### config.mk
export PLATFORM = sky130hd
export DESIGN_NAME = modular_exponentiation
export DESIGN_NICKNAME = d
export VERILOG_FILES = /design/src/rtl/mexp_pkg.sv /design/src/rtl/mexp_cell.sv /design/src/rtl/mexp_modmul.sv /design/src/rtl/modular_exponentiation.sv
export SDC_FILE = /design/constraint.sdc
export NUM_CORES = 2
export LEC_CHECK = 0
export ABC_AREA = 1
export BUFFER_PORTS_ARGS = -buffer_cell sky130_fd_sc_hd__buf_2
export CORE_MARGIN = 3
export CORE_UTILIZATION = 35
export CTS_CLUSTER_SIZE = 8
export DETAILED_ROUTE_END_ITERATION = 10
export HOLD_SLACK_MARGIN = 0.06
export PLACE_DENSITY = 0.48
export SETUP_SLACK_MARGIN = 0.1
export SYNTH_ARGS = -nofsm -noshare
export SYNTH_HDL_FRONTEND = slang
export SYNTH_SLANG_ARGS = --single-unit
### constraint.sdc
create_clock -name clk -period 19.5 [get_ports clk]
set_clock_uncertainty 0.2 [all_clocks]
set_input_delay 3.9 -clock clk [delete_from_list [all_inputs] [get_ports clk]]
set_output_delay 3.9 -clock clk [all_outputs]
set_load 0.01 [all_outputs]
### src/rtl/mexp_pkg.sv
// ----------------------------------------------------------------------------
// mexp_pkg
// Shared types and the field width constant for the modular exponentiation block.
// ----------------------------------------------------------------------------
package mexp_pkg;

  localparam int unsigned FIELD_W = 64;

  typedef struct packed {
    logic [FIELD_W-1:0] base;
    logic [FIELD_W-1:0] exponent;
    logic [FIELD_W-1:0] modulus;
  } mexp_in_t;

  typedef struct packed {
    logic [FIELD_W-1:0] result;
    logic               bad_modulus;
  } mexp_out_t;

  typedef enum logic [2:0] {
    ST_IDLE,
    ST_RED,
    ST_BIT,
    ST_SQ,
    ST_ML,
    ST_DONE
  } mexp_state_t;

endpackage

### src/rtl/mexp_cell.sv
// ----------------------------------------------------------------------------
// mexp_cell
// One bit of the multiplier operand chain: load or take neighbor's bit.
// ----------------------------------------------------------------------------
module mexp_cell (
  input  logic clk,
  input  logic load,
  input  logic shift,
  input  logic d_load,
  input  logic d_shift,
  output logic q
);

  logic bit_r;
  logic bit_nxt;

  always_comb begin
    bit_nxt = bit_r;
    if (load) begin
      bit_nxt = d_load;
    end else if (shift) begin
      bit_nxt = d_shift;
    end
  end

  always_ff @(posedge clk) begin
    bit_r <= bit_nxt;
  end

  assign q = bit_r;

endmodule

### src/rtl/mexp_modmul.sv
// ----------------------------------------------------------------------------
// mexp_modmul
// Bit-serial modular multiplier: x*y mod m, with y shifted out of a cell chain.
// ----------------------------------------------------------------------------
module mexp_modmul #(
  parameter int unsigned WIDTH = 64
) (
  input  logic               clk,
  input  logic               rst_n,
  input  logic               start,
  input  logic [WIDTH-1:0]   x,
  input  logic [WIDTH-1:0]   y,
  input  logic [WIDTH-1:0]   m,
  output logic               done,
  output logic [WIDTH-1:0]   prod
);

  localparam int unsigned CW = $clog2(WIDTH + 1);

  logic [CW-1:0]    cnt_r, cnt_nxt;
  logic             run_r, run_nxt;
  logic             done_r, done_nxt;
  logic [WIDTH-1:0] acc_r, acc_nxt;
  logic [WIDTH-1:0] x_r, m_r;
  logic [WIDTH-1:0] ybits;
  logic [WIDTH-1:0] dbl, gap_d, gap_x, sum;

  genvar gi;
  generate
    for (gi = 0; gi < WIDTH; gi++) begin : g_cell
      if (gi == 0) begin : g_first
        mexp_cell u_cell (
          .clk     (clk),
          .load    (start),
          .shift   (run_r),
          .d_load  (y[gi]),
          .d_shift (1'b0),
          .q       (ybits[gi])
        );
      end else begin : g_rest
        mexp_cell u_cell (
          .clk     (clk),
          .load    (start),
          .shift   (run_r),
          .d_load  (y[gi]),
          .d_shift (ybits[gi-1]),
          .q       (ybits[gi])
        );
      end
    end
  endgenerate

  always_comb begin
    gap_d = m_r - acc_r;
    dbl   = (acc_r >= gap_d) ? (acc_r - gap_d) : (acc_r + acc_r);
    gap_x = m_r - x_r;
    sum   = (dbl >= gap_x) ? (dbl - gap_x) : (dbl + x_r);
  end

  always_comb begin
    cnt_nxt  = cnt_r;
    run_nxt  = run_r;
    done_nxt = 1'b0;
    acc_nxt  = acc_r;
    if (start) begin
      cnt_nxt = CW'(WIDTH);
      run_nxt = 1'b1;
      acc_nxt = '0;
    end else if (run_r) begin
      acc_nxt = ybits[WIDTH-1] ? sum : dbl;
      cnt_nxt = cnt_r - CW'(1);
      if (cnt_r == CW'(1)) begin
        run_nxt  = 1'b0;
        done_nxt = 1'b1;
      end
    end
  end

  always_ff @(posedge clk) begin
    if (!rst_n) begin
      cnt_r  <= '0;
      run_r  <= 1'b0;
      done_r <= 1'b0;
    end else begin
      cnt_r  <= cnt_nxt;
      run_r  <= run_nxt;
      done_r <= done_nxt;
    end
  end

  always_ff @(posedge clk) begin
    acc_r <= acc_nxt;
    if (start) begin
      x_r <= x;
      m_r <= m;
    end
  end

  assign done = done_r;
  assign prod = acc_r;

endmodule

### src/rtl/modular_exponentiation.sv
// ----------------------------------------------------------------------------
// modular_exponentiation
// Left-to-right square-and-multiply modular exponentiation.
// ----------------------------------------------------------------------------
// One transaction at a time. The base is first reduced by one pass of the
// bit-serial modular multiplier, then each exponent bit below the top set bit
// costs one squaring and, where the bit is one, one more multiplication; the
// top set bit costs one multiplication only. Each multiplier pass walks the
// WIDTH-cell operand chain of y. A zero modulus returns result 0 with
// bad_modulus set.
module modular_exponentiation #(
  parameter int unsigned WIDTH = 64
) (
  input  logic                 clk,
  input  logic                 rst_n,
  input  logic                 in_valid,
  output logic                 in_stall,
  input  mexp_pkg::mexp_in_t   in_data,
  output logic                 out_valid,
  input  logic                 out_stall,
  output mexp_pkg::mexp_out_t  out_data
);

  localparam int unsigned CW = $clog2(WIDTH + 1);

  mexp_pkg::mexp_state_t state_r, state_nxt;

  logic [WIDTH-1:0] base_r, base_nxt;
  logic [WIDTH-1:0] exp_r, exp_nxt;
  logic [WIDTH-1:0] mod_r, mod_nxt;
  logic [WIDTH-1:0] acc_r, acc_nxt;
  logic [WIDTH-1:0] one_w;
  logic [CW-1:0]    cnt_r, cnt_nxt;
  logic             started_r, started_nxt;
  logic             bad_r, bad_nxt;
  logic             out_valid_r, out_valid_nxt;
  mexp_pkg::mexp_out_t out_r, out_nxt;
  logic [WIDTH-1:0] mm_x, mm_y, mm_prod;
  logic             mm_start, mm_done;
  logic             accept, ebit;
  logic             red_go_r;
  logic             mm_start_w;
  logic [WIDTH-1:0] mm_x_w, mm_y_w;

  assign accept = in_valid && !in_stall;
  assign ebit   = exp_r[WIDTH-1];
  assign one_w  = (mod_r == WIDTH'(1)) ? '0 : WIDTH'(1);

  mexp_modmul #(.WIDTH(WIDTH)) u_modmul (
    .clk   (clk),
    .rst_n (rst_n),
    .start (mm_start_w),
    .x     (mm_x_w),
    .y     (mm_y_w),
    .m     (mod_r),
    .done  (mm_done),
    .prod  (mm_prod)
  );

  always_comb begin
    state_nxt = state_r;
    unique case (state_r)
      mexp_pkg::ST_IDLE: begin
        if (accept) begin
          state_nxt = (in_data.modulus[WIDTH-1:0] == '0) ? mexp_pkg::ST_DONE
                                                          : mexp_pkg::ST_RED;
        end
      end
      mexp_pkg::ST_RED: begin
        if (mm_done) begin
          state_nxt = mexp_pkg::ST_BIT;
        end
      end
      mexp_pkg::ST_BIT: begin
        if (cnt_r == '0) begin
          state_nxt = mexp_pkg::ST_DONE;
        end else if (started_r) begin
          state_nxt = mexp_pkg::ST_SQ;
        end else if (ebit) begin
          state_nxt = mexp_pkg::ST_ML;
        end
      end
      mexp_pkg::ST_SQ: begin
        if (mm_done) begin
          state_nxt = ebit ? mexp_pkg::ST_ML : mexp_pkg::ST_BIT;
        end
      end
      mexp_pkg::ST_ML: begin
        if (mm_done) begin
          state_nxt = mexp_pkg::ST_BIT;
        end
      end
      mexp_pkg::ST_DONE: begin
        if (!out_valid_r || !out_stall) begin
          state_nxt = mexp_pkg::ST_IDLE;
        end
      end
      default: state_nxt = mexp_pkg::ST_IDLE;
    endcase
  end

  always_comb begin
    base_nxt      = base_r;
    exp_nxt       = exp_r;
    mod_nxt       = mod_r;
    acc_nxt       = acc_r;
    cnt_nxt       = cnt_r;
    started_nxt   = started_r;
    bad_nxt       = bad_r;
    out_nxt       = out_r;
    out_valid_nxt = out_valid_r && out_stall;
    mm_start      = 1'b0;
    mm_x          = one_w;
    mm_y          = base_r;
    unique case (state_r)
      mexp_pkg::ST_IDLE: begin
        if (accept) begin
          base_nxt    = in_data.base[WIDTH-1:0];
          exp_nxt     = in_data.exponent[WIDTH-1:0];
          mod_nxt     = in_data.modulus[WIDTH-1:0];
          bad_nxt     = (in_data.modulus[WIDTH-1:0] == '0);
          cnt_nxt     = CW'(WIDTH);
          started_nxt = 1'b0;
          acc_nxt     = '0;
        end
      end
      mexp_pkg::ST_RED: begin
        if (mm_done) begin
          base_nxt = mm_prod;
          acc_nxt  = one_w;
        end
      end
      mexp_pkg::ST_BIT: begin
        if (cnt_r != '0) begin
          if (started_r) begin
            mm_start = 1'b1;
            mm_x     = acc_r;
            mm_y     = acc_r;
          end else if (ebit) begin
            mm_start = 1'b1;
            mm_x     = acc_r;
            mm_y     = base_r;
          end else begin
            exp_nxt = exp_r << 1;
            cnt_nxt = cnt_r - CW'(1);
          end
        end
      end
      mexp_pkg::ST_SQ: begin
        if (mm_done) begin
          acc_nxt = mm_prod;
          if (ebit) begin
            mm_start = 1'b1;
            mm_x     = mm_prod;
            mm_y     = base_r;
          end else begin
            exp_nxt = exp_r << 1;
            cnt_nxt = cnt_r - CW'(1);
          end
        end
      end
      mexp_pkg::ST_ML: begin
        if (mm_done) begin
          acc_nxt     = mm_prod;
          started_nxt = 1'b1;
          exp_nxt     = exp_r << 1;
          cnt_nxt     = cnt_r - CW'(1);
        end
      end
      mexp_pkg::ST_DONE: begin
        if (!out_valid_r || !out_stall) begin
          out_valid_nxt       = 1'b1;
          out_nxt.bad_modulus = bad_r;
          out_nxt.result      = bad_r ? '0 : mexp_pkg::FIELD_W'(acc_r);
        end
      end
      default: ;
    endcase
  end

  // start the base reduction on the cycle after accept, once operands are held
  always_ff @(posedge clk) begin
    if (!rst_n) begin
      red_go_r <= 1'b0;
    end else begin
      red_go_r <= accept && (in_data.modulus[WIDTH-1:0] != '0);
    end
  end

  always_comb begin
    mm_start_w = mm_start | red_go_r;
    mm_x_w     = red_go_r ? one_w : mm_x;
    mm_y_w     = red_go_r ? base_r : mm_y;
  end

  always_ff @(posedge clk) begin
    if (!rst_n) begin
      state_r     <= mexp_pkg::ST_IDLE;
      out_valid_r <= 1'b0;
      started_r   <= 1'b0;
      cnt_r       <= '0;
      bad_r       <= 1'b0;
    end else begin
      state_r     <= state_nxt;
      out_valid_r <= out_valid_nxt;
      started_r   <= started_nxt;
      cnt_r       <= cnt_nxt;
      bad_r       <= bad_nxt;
    end
  end

  always_ff @(posedge clk) begin
    base_r <= base_nxt;
    exp_r  <= exp_nxt;
    mod_r  <= mod_nxt;
    acc_r  <= acc_nxt;
    out_r  <= out_nxt;
  end

  assign in_stall  = (state_r != mexp_pkg::ST_IDLE);
  assign out_valid = out_valid_r;
  assign out_data  = out_r;

endmodule

; Yosys cells after proc, flatten, opt, wreduce, memory -nomap -nowiden
; Cells that the tools add are included.
[op_classes]
n_reduce_logical = 29
order_cmp = 2
n_bitwise = 3
n_addsub = 8
eq_ne = 17
mux = 189
[ops]
columns = operator, n
row1 = $mux W64, 23
row2 = $pmux W64 S2, 2
row3 = $pmux W64 S4, 1
row4 = $sub A64 B64 Y64, 4
row5 = $pmux W64 S3, 1
row6 = $mux W1, 141
row7 = $add A64 B64 Y64, 2
row8 = $ge A64 B64 Y1, 2
row9 = $eq A64 B1 Y1 const B, 1
row10 = $logic_not A64 Y1, 1
row11 = $reduce_bool A64 Y1, 1
row12 = $mux W7, 8
row13 = $pmux W7 S4, 1
row14 = $mux W3, 9
row15 = $pmux W3 S5, 1
row16 = $sub A7 B1 Y7 const B, 2
row17 = $ne A2 B1 Y1 const B, 5
row18 = $ne A2 B2 Y1 const B, 4
row19 = $eq A7 B1 Y1 const B, 1
row20 = $logic_not A7 Y1, 1
row21 = $reduce_bool A7 Y1, 1
row22 = $eq A3 B2 Y1 const B, 2
row23 = $eq A3 B3 Y1 const B, 2
row24 = $reduce_and A3 Y1, 2
row25 = other kinds (18), 30
[word_totals]
word_cells = 331
register_bits = 600
out_inout_bits = 67
inputBits = 196

; Depth between registers and ports, before layout
[logic_depth]
ltp_word = 7
depth_mapped = 61
ltp_nobuf = 57

; Hierarchy
; A second synthesis with hierarchy kept.
[hier_totals]
cells_unflattened = 6906
area_unflattened_um2 = 48370.1
[by_module_without_submodules]
columns = mod, seq_area_each_um2, n_inst, cells_each, area_each_um2
row1 = mexp_modmul, 5305.1, 1, 4951, 29990.0
row2 = modular_exponentiation, 9919.5, 1, 1571, 15097.0
row3 = mexp_cell, 30.0, 64, 6, 51.3

; Least setup slack after synthesis
; No wires, ideal clock.
[synth_path]
path_kind = input to register
startpoint = input in_valid
endpoint = register acc_r[0], enable pin
path_stages = 4
setup_slack_ns = 10.282
required_time_ns = 18.735
arrival_time_ns = 8.453
n_path_buf = 0
cell_sequence = inv_1 nand2_1 o21ai_0 nor3_1
[synth_via]
elab_chain_cells = 3
[synth_rtl]
columns = item, line_no
row1 = start: declaration, modular_exponentiation.sv:16  ; input logic in_valid,
row2 = $logic_and A1 B1 Y1, modular_exponentiation.sv:45  ; assign accept = in_valid && !in_stall;
row3 = $ne A2 B2 Y1 (no source line), -
row4 = $reduce_and A4 Y1 (no source line), -
row5 = end signal: assignment, modular_exponentiation.sv:216  ; acc_r <= acc_nxt;
row6 = end: declaration, modular_exponentiation.sv:31  ; logic [WIDTH-1:0] acc_r, acc_nxt;
; Every way passes these cells.
; A chain may end at the register's enable or synchronous reset.

; Worst setup path in the final report
[layout_path]
startpoint = register u_modmul.acc_r[0] (netlist: u_modmul.prod[0])
endpoint = register u_modmul.acc_r[31] (netlist: u_modmul.prod[31])
[layout_via]
elab_chain_cells = 6
word_cells_on_any_way = 10
[layout_rtl]
columns = item, line_no
row1 = start: declaration, mexp_modmul.sv:23  ; logic [WIDTH-1:0] acc_r, acc_nxt;
row2 = start signal: assignment, mexp_modmul.sv:92  ; acc_r <= acc_nxt;
row3 = $sub A64 B64 Y64, mexp_modmul.sv:54  ; gap_d = m_r - acc_r;
row4 = $sub A64 B64 Y64 or $ge A64 B64 Y1 (tied branches), mexp_modmul.sv:55  ; dbl = (acc_r >= gap_d) ? (acc_r - gap_d) : (acc_r + acc_r);
row5 = $mux W64 (*), mexp_modmul.sv:55
row6 = "$add A64 B64 Y64, or another cell as far along", mexp_modmul.sv:57  ; sum = (dbl >= gap_x) ? (dbl - gap_x) : (dbl + x_r);
row7 = $mux W64, mexp_modmul.sv:57
row8 = $mux W64 (*), mexp_modmul.sv:70  ; acc_nxt = ybits[WIDTH-1] ? sum : dbl;
; Mark *: on every way between the ends. The rest lies on a longest branch, timed or not.

==> metrics.md <==
| Metric | Value |
|---|---|
| Top Ports | between 200 and 300 |
| Reg-to-reg startpoint | u_modmul.prod[0]$_SDFFE_PN0P_ |
| HPWL after detailed placement | around 190,000 um |
| Share of layout cells above drive strength 1 | approximately 8.3% |
| GRT overflow | 0 |
| # port buffers | about 260 |
| Worst hold path type | reg -> reg |
| Vias per cell | 5.455 |
| Synth Area per Inst | approximately 7.2 um2 |
| FILL cells | around 15,000 |
| CTS Buffer Depth | 3 |
| Required time worst endpoint | 19.87 ns |
| Critical Path Source Type | flip-flop |
| Final setup violation count | 0 |
| Vias in the first global route | between 40,000 and 50,000 |
| Via count | 47,990 |
| Synth Instances | around 6,700 |
| Initial antenna violation count | 12 |
| RSZ-0062 raised after global routing | no |
| Largest area contributor in the synthesized netlist | edfxtp_1 |
| GR Util All Layers | about 31% |
| CORE AREA | between 100,000 and 150,000 um2 |
| Setup Buffers After CTS | 0 |
| Largest net degree at the start of global routing | ~100 |
| # hold bufs at CTS | 0 |
| Synth top area cells | edfxtp_1 32%, nand2_1 11%, inv_1 8.4% |
| Met1 usage | 48.64% |
| Met2 usage | around 43% |
| Capturing point of the worst reg2reg path | u_modmul.prod[31]$_SDFFE_PN0P_ |
| Iteration-0 DRC Markers | 5,626 |
| Final Slew Violations | 0 |
| First-pass GRT wire length | 317,000 um |
| # rows | about 140 |
| Most used routing layer | met1 |
| Post-synth ARST share | 0% |
| Post-synth EDFFs | ~510 |
| Fin crit share | between 60% and 70% |
| Initial core utilization | 35.36% |
| Die height | approximately 380 um |
| Reg clk slew, reported paths | approximately 0.060 ns |
| Sequential area share after synthesis | between 30% and 40% |
| Ys flop type | edfxtp_1 |
| Slowest CP cell | nor4_1 |
| Worst setup margin | 7.537 ns |
| Die width | around 380 um |
| Clock root buffer | clkbuf_16 |
| Max_cap viols | 0 |
| Critical Path Most Common Cell | a21oi_1 |
| DR DRC count | 0 |
| Crit path time final | 11.96 ns |
| Clock latency on the worst-skew pair | about 0.74 ns |
| Area growth syn-to-layout | 12.13% |
| PostCTS Resize Cnt | 0 |
| Post-Syn Area | 48,080 um2 |
| CTS Buf Count | 89 |
| TritonCTS clock tree | built |
| YS warnings | 0 |
| Syn Nets | slightly above 7,000 |
| Wirelength per Cell | ~26 um |
| Highest clock rate | roughly 84 MHz |
| Critical path arrival | between 10 and 15 ns |
| Hold path startpoint | mod_r[41]$_DFFE_PP_ |
| Worst hold slack | 0.2459 ns |
| R2r setup slk | 7.54 ns |
| FF+latch count, synth | 600 |
| Netlist cell types | between 60 and 70 |
| CP Max Fanout | 98 |
| CP peak stage delay | between 0.7 and 0.8 ns |
| Crit path kind | reg -> reg |
| Worst slew pin tran | approximately 1.1 ns |
| GR Layer Usage met3 | ~5.1% |
| DIE AREA | about 140,000 um2 |
| Final WL | around 230,000 um |
| Worst slew margin | approximately 30% |
| Num Clock Sinks | 600 |
| FF-to-FF path depth | 38 |
| CP endpoint kind | flip-flop |
| Hold Path End | u_modmul.m_r[41]$_DFFE_PN_ |
| Yosys top cell area share | around a third |
| Final Hold Vio Count | 0 |
| Hold Crit Depth | 0 |
| Pre-Repair DR Iteration Count | 6 |
| Status | completed |
| Final setup TNS | 0 ns |
| CTS H-tree depth | 3 |
| Final GP Congestion | about 1 |
| Post-place setup slack | between 7 and 8 ns |
| Net count, final | roughly 7,500 |
| Post-route ant nets | 0 |
## layer usage
layer	vias to the layer above	wire [um]	share of wire, %
li1	22790	-	-
met1	22880	110300	48
met2	2053	87600	39
met3	265	21210	9.3
met4	0	8407	3.7
met5	-	0	0
## critical path: cells and delay by family (launching register included)
kind | cells | cell delay, ns
and+or+nand+nor | 14 | 4.06
AOI/OAI and AO/OA | 14 | 3.79
buffers and inverters | 5 | 1.69
adders and majority gates | 4 | 1.38
DFF | 1 | 0.40
xor gates and xnor gates | 1 | 0.18
## how the worst max path moves through the flow
stage,start,end
finish,u_modmul.prod[0]$_SDFFE_PN0P_,u_modmul.prod[31]$_SDFFE_PN0P_
global route,u_modmul.prod[0]$_SDFFE_PN0P_,u_modmul.prod[31]$_SDFFE_PN0P_
CTS,u_modmul.prod[0]$_SDFFE_PN0P_,u_modmul.prod[31]$_SDFFE_PN0P_
detailed placement,u_modmul.prod[0]$_SDFFE_PN0P_,u_modmul.prod[31]$_SDFFE_PN0P_
global placement,u_modmul.prod[1]$_SDFFE_PN0P_,u_modmul.prod[27]$_SDFFE_PN0P_
floorplan,in_valid,acc_r[0]$_DFFE_PP_
## cells in the final DEF, fill, tap and decap left out, types with 7 or more instances in the layout
master and n:
nor4_1 52, nand4_1 57, a21oi_1 548, a21oi_2 21, o22ai_1 65, nand3b_1 8, or2_2 11, nand2_1 1429
a21boi_0 17, buf_2 262, a31oi_1 70, o21a_1 43, nor3_1 51, o21ai_1 14, nand3_1 334, a21o_1 29
a211oi_1 17, edfxtp_1 513, buf_4 37, o21ai_0 528, ha_1 302, clkbuf_1 44, nor2_1 852, clkinv_1 7
inv_2 19, xnor2_1 96, o21bai_1 16, nand2_4 9, inv_1 1072, nand2_2 28, nand3_2 38, o2111ai_1 7
o211ai_2 18, dfxtp_1 84, xor2_1 133, nor2_2 10, clkbuf_16 92
## area by class of cell
cell class | instances | area, um2 | area share (%)
multi-input combinational | 4868 | 26160 | 48.52
sequential | 600 | 17150 | 31.82
inverter | 1096 | 4116 | 7.636
clock buffer | 137 | 2481 | 4.602
tap | 1781 | 2228 | 4.133
timing repair buffer | 299 | 1589 | 2.947
clock inverter | 15 | 185.2 | 0.3435
antenna | 1 | 2.502 | 0.004642
## stage by stage
step / instances / util [%] / instance area, um2
5_1_grt: 8796 / 39.65 / 53910
3_3_place_gp: 8644 / 37.69 / 51240
3_5_place_dp: 8644 / 37.69 / 51240
4_1_cts: 8796 / 39.65 / 53910
6_report: 8797 / 39.65 / 53910
2_1_floorplan: 6718 / - / 48080
## state kept, by name, indices dropped and copies added, names as in the netlist, 3 cells and up
| signal | count |
|---|---|
| out_data | 65 |
| mod_r | 64 |
| exp_r | 64 |
| base_r | 64 |
| u_modmul.cnt_r | 7 |
| u_modmul.x_r | 64 |
| state_r | 3 |
| acc_r | 64 |
| u_modmul.prod | 64 |
| u_modmul.m_r | 64 |
| u_modmul.g_cell.g_rest.u_cell.q | 63 |
| cnt_r | 7 |
## cell families after synthesis
logic type	Yosys count	synth area share, %
flops	600	35.66
simple gates	2905	25.41
compound gates	1429	16.65
fa+ha+maj	305	7.984
buf+inv	1250	10.12
xor+xnor	229	4.172
## cell usage after synthesis, types with 5 or more instances
| library cell | count |
|---|---|
| a211oi_1 | 17 |
| a21boi_0 | 17 |
| a21o_1 | 29 |
| a21oi_1 | 551 |
| a21oi_2 | 21 |
| a31oi_1 | 70 |
| and2_1 | 5 |
| buf_1 | 28 |
| buf_2 | 11 |
| buf_6 | 7 |
| clkbuf_1 | 99 |
| dfxtp_1 | 87 |
| edfxtp_1 | 513 |
| ha_1 | 302 |
| inv_1 | 1075 |
| inv_2 | 17 |
| nand2_1 | 1430 |
| nand2_2 | 28 |
| nand2_4 | 8 |
| nand3_1 | 336 |
| nand3_2 | 37 |
| nand3b_1 | 8 |
| nand4_1 | 57 |
| nor2_1 | 856 |
| nor2_2 | 9 |
| nor3_1 | 52 |
| nor4_1 | 52 |
| o2111ai_1 | 7 |
| o211ai_1 | 5 |
| o211ai_2 | 18 |
| o21a_1 | 43 |
| o21ai_0 | 528 |
| o21ai_1 | 14 |
| o21bai_1 | 16 |
| o221ai_1 | 5 |
| o22ai_1 | 65 |
| or2_2 | 11 |
| xnor2_1 | 96 |
| xor2_1 | 133 |
Power is left out: the tool's default activity adds up to more than one toggle a clock period on the data nets, which glitch-free logic cannot reach.
